`src/sv/utv_pkg.sv`:
```
package utv_pkg;

	localparam int unsigned BYTE_W  = 8;
	localparam int unsigned LIMIT_W = 10;
	localparam int unsigned TALLY_W = 11;
	localparam int unsigned CFG_IDX_W = 2;

	localparam logic [TALLY_W-1:0] TALLY_MAX = '1;

	// configuration register indexes
	localparam logic [CFG_IDX_W-1:0] CFG_MAX_BYTES = 2'd0;
	localparam logic [CFG_IDX_W-1:0] CFG_MAX_CHARS = 2'd1;

	localparam logic [LIMIT_W-1:0] MAX_BYTES_RST = 10'd64;
	localparam logic [LIMIT_W-1:0] MAX_CHARS_RST = 10'd32;

	// lead and continuation byte codes
	localparam logic [BYTE_W-1:0] ASCII_LAST  = 8'h7F;
	localparam logic [BYTE_W-1:0] LEAD2_FIRST = 8'hC2;
	localparam logic [BYTE_W-1:0] LEAD2_LAST  = 8'hDF;
	localparam logic [BYTE_W-1:0] LEAD3_FIRST = 8'hE0;
	localparam logic [BYTE_W-1:0] LEAD3_LAST  = 8'hEF;
	localparam logic [BYTE_W-1:0] LEAD4_FIRST = 8'hF0;
	localparam logic [BYTE_W-1:0] LEAD4_LAST  = 8'hF4;
	localparam logic [BYTE_W-1:0] CONT_MASK   = 8'hC0;
	localparam logic [BYTE_W-1:0] CONT_TAG    = 8'h80;
	localparam logic [BYTE_W-1:0] LEAD_SURR   = 8'hED;
	localparam logic [BYTE_W-1:0] SEC3_SPLIT  = 8'hA0;
	localparam logic [BYTE_W-1:0] SEC4_SPLIT  = 8'h90;

	typedef struct packed {
		logic [BYTE_W-1:0] text_byte;
		logic              is_final;
	} in_item_t;

	typedef struct packed {
		logic               text_ok;
		logic [LIMIT_W-1:0] char_total;
	} out_item_t;

	typedef struct packed {
		logic               failed;
		logic [1:0]         bytes_pending;
		logic [BYTE_W-1:0]  lead_value;
		logic               expect_second;
		logic [TALLY_W-1:0] byte_tally;
		logic [TALLY_W-1:0] char_tally;
	} scan_state_t;

endpackage

```
`src/sv/utv_decode.sv`:
```
module utv_decode (
	input  utv_pkg::scan_state_t          cur,
	input  logic [utv_pkg::BYTE_W-1:0]    text_byte,
	output utv_pkg::scan_state_t          nxt
);
	import utv_pkg::*;

	logic count_char;
	logic second_ok;

	always_comb begin
		second_ok = 1'b1;
		if (cur.lead_value == LEAD3_FIRST && text_byte < SEC3_SPLIT) second_ok = 1'b0;
		if (cur.lead_value == LEAD_SURR && text_byte >= SEC3_SPLIT) second_ok = 1'b0;
		if (cur.lead_value == LEAD4_FIRST && text_byte < SEC4_SPLIT) second_ok = 1'b0;
		if (cur.lead_value == LEAD4_LAST && text_byte >= SEC4_SPLIT) second_ok = 1'b0;
	end

	always_comb begin
		nxt = cur;
		count_char = 1'b0;
		if (cur.byte_tally != TALLY_MAX) begin
			nxt.byte_tally = cur.byte_tally + 1'b1;
		end
		if (!cur.failed) begin
			if (cur.bytes_pending == 2'd0) begin
				nxt.lead_value = text_byte;
				if (text_byte <= ASCII_LAST) begin
					count_char = 1'b1;
				end else if (text_byte >= LEAD2_FIRST && text_byte <= LEAD2_LAST) begin
					nxt.bytes_pending = 2'd1;
					nxt.expect_second = 1'b0;
				end else if (text_byte >= LEAD3_FIRST && text_byte <= LEAD3_LAST) begin
					nxt.bytes_pending = 2'd2;
					nxt.expect_second = 1'b1;
				end else if (text_byte >= LEAD4_FIRST && text_byte <= LEAD4_LAST) begin
					nxt.bytes_pending = 2'd3;
					nxt.expect_second = 1'b1;
				end else begin
					nxt.failed = 1'b1;
				end
			end else if ((text_byte & CONT_MASK) != CONT_TAG) begin
				nxt.failed = 1'b1;
			end else if (cur.expect_second && !second_ok) begin
				nxt.expect_second = 1'b0;
				nxt.failed = 1'b1;
			end else begin
				nxt.expect_second = 1'b0;
				nxt.bytes_pending = cur.bytes_pending - 2'd1;
				count_char = (cur.bytes_pending == 2'd1);
			end
		end
		if (count_char && cur.char_tally != TALLY_MAX) begin
			nxt.char_tally = cur.char_tally + 1'b1;
		end
	end

endmodule

```
`src/sv/utv_verdict.sv`:
```
module utv_verdict (
	input  utv_pkg::scan_state_t          st,
	input  logic [utv_pkg::LIMIT_W-1:0]   max_bytes,
	input  logic [utv_pkg::LIMIT_W-1:0]   max_chars,
	output utv_pkg::out_item_t            res
);
	import utv_pkg::*;

	logic ok;

	// limits compare against the saturating tallies after this byte
	assign ok = !st.failed && (st.bytes_pending == 2'd0)
		&& (st.byte_tally <= {1'b0, max_bytes})
		&& (st.char_tally <= {1'b0, max_chars});

	assign res.text_ok    = ok;
	assign res.char_total = ok ? st.char_tally[LIMIT_W-1:0] : '0;

endmodule

```
`src/sv/utf8_text_validator_core.sv`:
```
// channel | direction | handshake            | payload
// in      | to core   | in_valid / in_ready   | in_data  (text_byte, is_final)
// out     | from core | out_valid / out_ready | out_data (text_ok, char_total)
// cfg     | to core   | cfg_valid / cfg_ready | cfg_index, cfg_data
//
// one byte per cycle while no final byte is held back: a request is registered, then decoded
// from that register, and a final byte's verdict is written to the output register as it advances.
// reset clears the scan state, the valid flags and sets both limits to defaults.
// a held result stalls only final bytes; other bytes keep flowing past it.
// cfg_ready is always high.
module utf8_text_validator_core (
	input  logic                            clk,
	input  logic                            arst_n,
	input  logic                            in_valid,
	output logic                            in_ready,
	input  utv_pkg::in_item_t               in_data,
	output logic                            out_valid,
	input  logic                            out_ready,
	output utv_pkg::out_item_t              out_data,
	input  logic                            cfg_valid,
	output logic                            cfg_ready,
	input  logic [utv_pkg::CFG_IDX_W-1:0]   cfg_index,
	input  logic [utv_pkg::LIMIT_W-1:0]     cfg_data
);
	import utv_pkg::*;

	logic               valid_s1;
	in_item_t           item_s1;
	scan_state_t        state_q;
	scan_state_t        state_next;
	logic [LIMIT_W-1:0] max_bytes_q;
	logic [LIMIT_W-1:0] max_chars_q;
	logic               out_valid_q;
	out_item_t          out_data_q;
	out_item_t          verdict;
	logic               advance;
	logic               finish;

	assign cfg_ready = 1'b1;

	// a final byte waits only if the output register is still held
	assign advance  = valid_s1 && (!item_s1.is_final || !out_valid_q || out_ready);
	assign finish   = advance && item_s1.is_final;
	assign in_ready = !valid_s1 || advance;

	always_ff @(posedge clk or negedge arst_n) begin
		if (!arst_n) begin
			max_bytes_q <= MAX_BYTES_RST;
			max_chars_q <= MAX_CHARS_RST;
		end else if (cfg_valid && cfg_ready) begin
			case (cfg_index)
				CFG_MAX_BYTES: max_bytes_q <= cfg_data;
				CFG_MAX_CHARS: max_chars_q <= cfg_data;
				default: ;
			endcase
		end
	end

	always_ff @(posedge clk or negedge arst_n) begin
		if (!arst_n) begin
			valid_s1 <= 1'b0;
		end else if (in_ready) begin
			valid_s1 <= in_valid;
		end
	end

	always_ff @(posedge clk) begin
		if (in_ready && in_valid) begin
			item_s1 <= in_data;
		end
	end

	utv_decode u_decode (
		.cur       (state_q),
		.text_byte (item_s1.text_byte),
		.nxt       (state_next)
	);

	utv_verdict u_verdict (
		.st        (state_next),
		.max_bytes (max_bytes_q),
		.max_chars (max_chars_q),
		.res       (verdict)
	);

	always_ff @(posedge clk or negedge arst_n) begin
		if (!arst_n) begin
			state_q <= '0;
		end else if (finish) begin
			state_q <= '0;
		end else if (advance) begin
			state_q <= state_next;
		end
	end

	always_ff @(posedge clk or negedge arst_n) begin
		if (!arst_n) begin
			out_valid_q <= 1'b0;
		end else if (finish) begin
			out_valid_q <= 1'b1;
		end else if (out_ready) begin
			out_valid_q <= 1'b0;
		end
	end

	always_ff @(posedge clk) begin
		if (finish) begin
			out_data_q <= verdict;
		end
	end

	assign out_valid = out_valid_q;
	assign out_data  = out_data_q;

	a_fail_zero_count: assert property (@(posedge clk) disable iff (!arst_n)
		out_valid && !out_data.text_ok |-> out_data.char_total == '0)
		else $error("invalid string reported with nonzero count");

	a_clear_after_final: assert property (@(posedge clk) disable iff (!arst_n)
		finish |=> state_q.byte_tally == '0 && state_q.bytes_pending == 2'd0)
		else $error("scan state not cleared after final byte");

	a_result_source: assert property (@(posedge clk) disable iff (!arst_n)
		$rose(out_valid) |-> $past(finish))
		else $error("result appeared without a final byte");

	a_stall_cause: assert property (@(posedge clk) disable iff (!arst_n)
		!in_ready |-> valid_s1 && item_s1.is_final && out_valid_q && !out_ready)
		else $error("input stalled without a held result");

endmodule

```
`config.mk`:
```
export PLATFORM = sky130hd
export DESIGN_NAME = utf8_text_validator_core
export DESIGN_NICKNAME = d
export VERILOG_FILES = /design/src/sv/utv_pkg.sv /design/src/sv/utv_decode.sv /design/src/sv/utv_verdict.sv /design/src/sv/utf8_text_validator_core.sv
export SDC_FILE = /design/constraint.sdc
export NUM_CORES = 1
export LEC_CHECK = 0
export BUFFER_PORTS_ARGS = -buffer_cell sky130_fd_sc_hd__buf_2
export CORE_MARGIN = 3
export CORE_UTILIZATION = 45
export DETAILED_ROUTE_END_ITERATION = 12
export SYNTH_ARGS = -nofsm -noshare
export SYNTH_HDL_FRONTEND = slang
export SYNTH_SLANG_ARGS = --single-unit
```
`constraint.sdc`:
```
create_clock -name clk -period 4.05 [get_ports clk]
set_input_delay 0.2025 -clock clk [delete_from_list [all_inputs] [get_ports clk]]
set_output_delay 0.2025 -clock clk [all_outputs]
set_load 0.02 [all_outputs]
```
# Word level (Yosys, flattened, before mapping)
# Index checks and enable logic that the tools add are counted.
# totals
register_bits,76
word_cells,111
in_bits,26
# op_classes
eq_ne,13
mux,35
addsub,3
order_cmp,13
reduce_logical,33
# op_table
cell,n
34-bit 2-to-1 mux,2
"8-bit >= comparator, second input constant",5
"8-bit equality test, second input constant",4
"8-bit less-or-equal comparator, second input constant",3
"11-bit by 1-bit adder with 11-bit output, second input constant",2
11-bit by 10-bit less-or-equal comparator with 1-bit output,2
1-bit 2-to-1 mux,22
11-bit 2-to-1 mux,2
"11-bit inequality test, second input constant",2
"8-bit < comparator, second input constant",2
1-bit logical AND,15
12-bit 2-to-1 mux,1
2-bit 2-to-1 mux,5
"8-bit by 7-bit less-or-equal comparator with 1-bit output, second input constant",1
8-bit 2-to-1 mux,1
2-bit logical NOT,3
3-bit 2-to-1 mux,2
2-bit nonzero test,3
1-bit logical NOT,5
"5-bit inequality test, second input constant",1
5-bit AND reduction,1
"2-bit by 1-bit equality test with 1-bit output, second input constant",2
2-bit AND reduction,2
1-bit logical OR,3
6 further kinds,6

# Logic depth before layout (Yosys ltp)
# Gate-level depths: netlist (run 1).
# logic_depth
word_depth,16
depth_mapped,18

# Cells and area by module
# Synthesis (run 1) repeated with hierarchy kept, for this count alone.
# hier_totals
hier_cells,478
area_unflattened_um2,4961.0
# modules_own_cells
module,seq_area_each_um2,n_inst,cells_each,area_each_um2
utf8_text_validator_core,2004.4,1,269,3405.8
utv_decode,0.0,1,122,868.3
utv_verdict,0.0,1,87,686.9

# Worst setup path after synthesis (run 1)
# OpenSTA, ideal clock, no wires.
# synth_path
path_type,reg2reg
startpoint,reg state_q[31] (netlist bit)
endpoint,"reg out_data_q (netlist bit out_data[9]), data pin"
period_less_slack_ns,3.497
arrival_ns,3.313
setup_ns,0.184
setup_slack_ns,0.553
required_time_ns,3.866
path_stages_with_launch,17
cell_sequence,dfrtp_1 -> inv_1 -> ha_1 -> inv_1 -> and3_1 -> and3_1 -> a21oi_2 -> buf_6 -> nor3_1 -> a21oi_1 -> ha_1 -> a2111oi_0 -> o21ai_0 -> o21ai_0 -> o2111ai_4 -> buf_6 -> a2111oi_4
# synth_lines
element,line,text
from (decl),utf8_text_validator_core.sv:29,scan_state_t state_q;
from (signal assigned),utf8_text_validator_core.sv:92,state_q <= state_next;
to (signal assigned),utf8_text_validator_core.sv:108,out_data_q <= verdict;
to (decl),utf8_text_validator_core.sv:34,out_item_t out_data_q;

==> flow_summary_export.csv, run 1 <==
group,metric,value,unit
run_status,outcome,"complete, no violations",
run,maxCapViolations,0,
global_routing,grt_pass1_wl,18.1,mm
critical_path,path_depth,14,
synth,synth_top_family_by_area,"compound AO/OA/AOI/OAI gates",
critical_path,startpoint_type,"flip-flop",
synth,synth_cell_types,62,
clocking,cts_buffer_depth,2,
global_routing,antenna_found_initial,0,
power,ir_drop,0.285,mV
synth,synth_edf_count,20,
synth,synth_xor_area_share,1.90,%
critical_path,r2r_start,"state_q[1]",
finish,fillers,915,
sta,min_period,3730,ps
sta,finClkSkew,15.2,ps
critical_path,slowest_delay,490,ps
synth,synth_top_area_cell,"dfrtp_1",
clocking,root_buffer,"clkbuf_8",
finish,drive_gt1_share,20.8,%
synth,ys_seq_elements,76,
synth,synth-adder-area-share,6.60,%
critical_path,reg2reg_to,"out_data[9]",
finish,nets,570,
synth,yosys-mux-area-fraction,4.09,%
sta,finalHoldViolations,0,
sta,slew_violations,0,
global_routing,grt_max_degree,37,
synth,avgSynthCellArea,9.83,sq um
sta,setup_violations,0,
sta,tightest_slew,825,ps
synth,netlist_instances,463,
die,fp-row-count,36,
critical_path,crit_family,"simple AND/OR/NAND/NOR gates",
finish,fin_util,53.7,%
min_path,holdPathEnd,"out_valid",
sta,fin_ws,325,ps
routing,postRouteAntennaNets,0,
synth,synth_area_leaders,"dfrtp_1 (30%), edfxtp_1 (13%), ha_1 (6.6%)",
synth,ys.flop_type,"dfrtp_1",
sta,relSlewSlack,44.9,%
critical_path,crit_slowest_cell,"dfrtp_1",
critical_path,crit_buf_inv,2,
critical_path,critical_path_class,"flip-flop to flip-flop",
clocking,clkTransAtPathRegs,80,ps
synth,synth_area,4550,sq um
min_path,hold_depth,2,
sta,fmax,0.268,GHz
synth,synth-simple-area-share,18.7,%
synth,synth_top_area_share,29.7,%
synth,synth_nets,513,
power,leakage,2.27,nW
die,pin_count,40,
finish,post-route-cell-area,5270,sq um
power,power_density,498,nW/um^2
critical_path,ff2ff_setup_slack,320,ps
critical_path,cp-end-kind,"flip-flop",
placed_design,portBuffers,38,
critical_path,worstPathCellList,"ha_2, inv_1, nor3_2, nand4_1, nand4_1, or3_1, nand2_1, ha_1, a2111oi_0, o21ai_0, o21ai_1, o2111ai_4, buf_4, a2111oi_4",
clocking,clock-sinks,76,
synth,async_flop_share,73.7,%
global_routing,grt_pass1_vias,3645,
placed_design,dp_slack,39.7,ps
routing,drc,0,
finish,syn2layout_area_growth,15.8,%
synth,ys_warn_count,0,
critical_path,critPathRequiredTime,4210,ps
synth,synth_compound_area_share,19.6,%
clocking,cts-buffers-inserted,9,
global_routing,grt-ovfl-total,0,
placed_design,gp_congestion,0.910,
finish,final_cell_mix,"dfrtp_1 (54), nand2_1 (52), o21ai_0 (39)",
routing,wl_per_cell,16.2,microns
die,die_area,11400,sq um
critical_path,cp.arrival,3890,ps
routing,vias_per_cell,5.57,
die,start_util,46.4,%
finish,layout.cells.most_common,"dfrtp_1",
critical_path,rr_worst_depth,14,
routing,routed_wirelength,10.7,mm
placed_design,dp_hpwl,7.74,mm
sta,fin_crit_sh,92.0,%
clocking,htree_num_levels,3,
routing,drt_iter0_drc,178,
routing,firstDrtPassIters,5,
placed_design,place_area,4880,sq um
die,chipHeight,107,microns
clocking,clk_latency,380,ps
die,die_x,107,microns
critical_path,cpMostUsedCell,"nand4_1",
sta,tns,0,ps
global_routing,globalRouteTotalUtil,20.3,%
finish,insertedDiodeCount,0,
critical_path,crit_fanout,8,
synth,synth.yosys.seq_area_share,44.0,%
min_path,hp-class,"input port to flip-flop",
min_path,min_from,"out_ready",
die,core,9820,sq um
clocking,cts_tree,"built",
routing,via_count,3666,
-- layer usage --
| metal | GRT usage [%] | share of wire, % |
|---|---|---|
| met1 | 27.6 | 46 |
| met2 | 31.7 | 47 |
| met3 | 5.60 | 4.8 |
| met4 | 6.12 | 1.8 |
| met5 | 0 | 0 |
-- flip-flops by register name, indices dropped and copies added (netlist names) --
signal,cells
out_data,11
max_chars_q,10
max_bytes_q,10
item_s1,9
valid_s1,1
state_q,34
out_valid,1
-- what timing repair did --
| action | 4_1_cts | 5_1_grt |
|---|---|---|
| buffers inserted | 0 | 7 |
| hold buffers | 10 | 0 |
| gates resized for setup | 0 | 6 |
| endpoints found under the setup margin | 0 | 11 |
| hold endpoints to repair | 27 | 0 |
-- synthesized netlist by cell type, types with 4 or more instances --
cell	instances
and3_1	6
inv_1	28
a21oi_1	16
nand2b_1	9
o311ai_0	4
nor2_1	24
a211oi_2	8
nand2_1	52
a22o_1	13
o21ai_0	40
xor2_1	5
o21a_1	4
clkbuf_1	13
mux2i_1	4
nor2b_1	6
nand4_1	15
ha_1	24
and2_1	4
buf_6	4
mux2_2	13
edfxtp_1	20
or3_1	7
nor3_1	11
nand3_1	17
dfrtp_1	54
-- area by class of cell --
cell class | instances | area [sq um] | area share [%]
Clock inverter | 4 | 73.8 | 1.40
Tap cell | 133 | 166 | 3.16
Multi-Input combinational cell | 337 | 2340 | 44.3
Clock buffer | 12 | 145 | 2.75
Inverter | 28 | 105 | 1.99
Timing Repair Buffer | 68 | 440 | 8.35
Sequential cell | 76 | 2000 | 38.0
-- stage by stage --
| step | std cells | total power, mW | hold WS (ps) |
|---|---|---|---|
| after floorplan | 463 | 1.72 | -93.1 |
| after global placement | 625 | 1.92 | 176 |
| after detailed placement | 625 | 1.93 | 182 |
| after CTS | 651 | 2.60 | 15.1 |
| after global routing | 658 | 2.82 | 42.9 |
| final | 658 | 2.63 | 36.0 |
-- logic make-up after synthesis --
logic type      Yosys count
xor+xnor                  9
compound gates          118
buf+inv                  50
mux                      17
fa+ha+maj                24
flops                    76
other cells               1
simple gates            168
-- worst max-delay path by stage --
| stage | startpoint | slack [ps] | endpoint |
|---|---|---|---|
| after global placement | state_q[1] | 90 | out_data[4] |
| final | state_q[1] | 320 | out_data[9] |
| after CTS | state_q[1] | 4 | out_data[9] |
| after detailed placement | state_q[1] | 40 | out_data[8] |
| after global routing | item_s1[6] | -6 | out_data[5] |
| after floorplan | state_q[31] | 550 | out_data[9] |
-- where the power goes --
part           internal (mW)  switching (mW)
clock                  0.364           0.287
combinational          0.378           0.541
sequential             0.925           0.132
total                   1.67           0.960
Power figures use the tool's default switching activity.
==> run 2: changes to the inputs <==
--- a/config.mk
+++ b/config.mk
@@ -7,7 +7,7 @@
 export LEC_CHECK = 0
 export BUFFER_PORTS_ARGS = -buffer_cell sky130_fd_sc_hd__buf_2
 export CORE_MARGIN = 3
-export CORE_UTILIZATION = 45
+export CORE_UTILIZATION = 25
 export DETAILED_ROUTE_END_ITERATION = 12
 export SYNTH_ARGS = -nofsm -noshare
 export SYNTH_HDL_FRONTEND = slang
==> constraint.sdc (replaced) <==
create_clock -name clk -period 4.05 [get_ports clk]
set_input_delay 0.6075 -clock clk [delete_from_list [all_inputs] [get_ports clk]]
set_output_delay 0.6075 -clock clk [all_outputs]
set_load 0.02 [all_outputs]
==> run 2 against run 1 <==
Effect of this change:
- design area increased by 2.0%
- worst setup slack improved by 16 ps
- worst hold slack improved by 250 ps
- total power rose by 7.1%
- critical path type unchanged
==> flow_summary_export.csv, run 2 (synthesized netlist as in run 1, its figures left out) <==
group,metric,value,unit
routing,wl_per_cell,15.6,microns
placed_design,gp_congestion,0.886,
finish,nets,562,
power,switching_share,36.6,%
global_routing,grt-ovfl-total,0,
global_routing,grt_pass1_vias,3699,
finish,largest_reg_flops,34,
placed_design,portBuffers,38,
sta,slew_violations,0,
critical_path,cp-end-kind,"flip-flop",
clocking,clock-sinks,76,
run_status,outcome,"complete, no violations",
critical_path,critical_path_class,"flip-flop to flip-flop",
critical_path,cp.arrival,3890,ps
routing,via_count,3740,
sta,setup_violations,0,
finish,top_register,"state_q",
critical_path,startpoint_type,"flip-flop",
run,maxCapViolations,0,
placed_design,dp_hpwl,8.65,mm
global_routing,antenna_found_initial,0,
sta,tightest_slew,644,ps
power,power_frac_seq,37.7,%
finish,layout.cells.most_common,"dfrtp_1",
clocking,clkTransAtPathRegs,70,ps
power,p_int,1.78,mW
sta,relSlewSlack,57.1,%
die,fp-row-count,48,
finish,ff_latch_area,2000,sq um
die,pin_count,40,
routing,drc,0,
finish,drive_gt1_share,21.3,%
power,power_density,523,nW/um^2
placed_design,dp_cells,724,
clocking,cts-buffers-inserted,9,
sta,fmax,0.270,GHz
routing,drt_iter0_drc,282,
routing,routed_wirelength,11.6,mm
die,chipHeight,141,microns
routing,firstDrtPassIters,5,
critical_path,reg2reg_to,"out_data[6]",
sta,finClkSkew,5.91,ps
global_routing,grt_pass1_wl,19.1,mm
sta,rsz0062_at_grt,"false",
global_routing,globalRouteTotalUtil,12.0,%
power,leakage,2.29,nW
die,core,17500,sq um
finish,final_cell_mix,"dfrtp_1 (54), nand2_1 (52), o21ai_0 (38), buf_2 (38), inv_1 (28)",
sta,fin_crit_sh,91.6,%
sta,tns,0,ps
finish,fin_util,30.7,%
clocking,cts_buffer_depth,2,
sta,min_period,3710,ps
finish,syn2layout_area_growth,18.2,%
die,die_area,19900,sq um
critical_path,ff2ff_setup_slack,340,ps
clocking,root_buffer,"clkbuf_16",
routing,postRouteAntennaNets,0,
finish,fillers,1845,
finish,multi_input_area,2330,sq um
power,p_switching,1.03,mW
critical_path,crit_fanout,9,
clocking,htree_num_levels,3,
power,ir_drop,0.272,mV
critical_path,r2r_start,"state_q[23]",
clocking,clk_latency,350,ps
sta,finalHoldViolations,0,
finish,layout.cells.non_filler,742,
power,clkPwrFrac,29.7,%
min_path,hp-class,"input port to async pin",
placed_design,place_area,5050,sq um
critical_path,rr_worst_depth,13,
global_routing,grt_max_degree,32,
critical_path,critPathRequiredTime,4230,ps
finish,post-route-cell-area,5380,sq um
routing,vias_per_cell,5.04,
die,start_util,26.0,%
power,comb_power_share,32.6,%
clocking,cts_tree,"built",
finish,insertedDiodeCount,0,
die,die_x,141,microns
## run 2: cell count changes in the layout (fill, tap and decap cells not counted), sizes merged
cell	change
buf	+2
clkbuf	-3
clkinvlp	+1
clkinv	-1
inv	+4
dlygate4sd3	-10
bufinv	-1
## run 2: per-stage QoR
| stage | setup WS [ps] | hold WS (ps) | power, mW |
|---|---|---|---|
| final | 341 | 282 | 2.82 |
| after global routing | 11.3 | 323 | 3.00 |
| after CTS | 135 | 292 | 2.83 |
| after detailed placement | 159 | 498 | 1.98 |
| after global placement | 393 | 493 | 1.95 |
| after floorplan | 553 | 312 | 1.72 |
## run 2: repair_timing
item	in CTS	in global routing
hold buffers	0	0
resized for setup	0	4
setup buffers	0	2
setup endpoints to repair	0	11
## run 2: worst max-delay path by stage
stage,startpoint,end,slack (ps),cells past startpoint
after floorplan,state_q[31],out_data[9],550,16
after global placement,state_q[31],out_data[1],390,15
after detailed placement,state_q[31],out_data[6],160,15
after CTS,state_q[31],out_data[6],130,15
after global routing,state_q[23],out_data[3],10,14
final,state_q[23],out_data[6],340,13
## run 2: area by class of cell
type	instances	share of cell area [%]
Sequential cell	76	37.3
Clock inverter	7	1.51
Tap cell	225	5.23
Timing Repair Buffer	60	6.60
Inverter	28	1.95
Clock buffer	9	4.19
Multi-Input combinational cell	337	43.3
## run 2: power groups by stage
stage	logic [mW]	registers [mW]	clock network, mW
CTS	0.910	1.06	0.863
global route	1.03	1.08	0.892
finish	0.917	1.06	0.837
floorplan	0.676	1.04	0
global placement	0.880	1.07	0
detailed placement	0.903	1.08	0
## run 2: worst max-delay path, stage by stage, from the launching register on
cell,delay (ps)
dfrtp_1,390
or2_2,300
mux2i_1,360
nand3_2,180
a21o_1,230
a21oi_1,240
a21oi_1,80
ha_1,330
a2111oi_0,410
o21ai_0,170
o21ai_1,260
o2111ai_4,190
buf_4,240
a211oi_2,170
## run 2: metal layers
metal	global-route usage, %	part of all wire (%)	wire length (microns)	up-vias
li1	-	-	-	1821
met1	16.8	50	5770	1812
met2	17.6	43	5020	93
met3	3.73	5.3	618	14
met4	3.93	1.5	168	0
met5	0	0	0	-
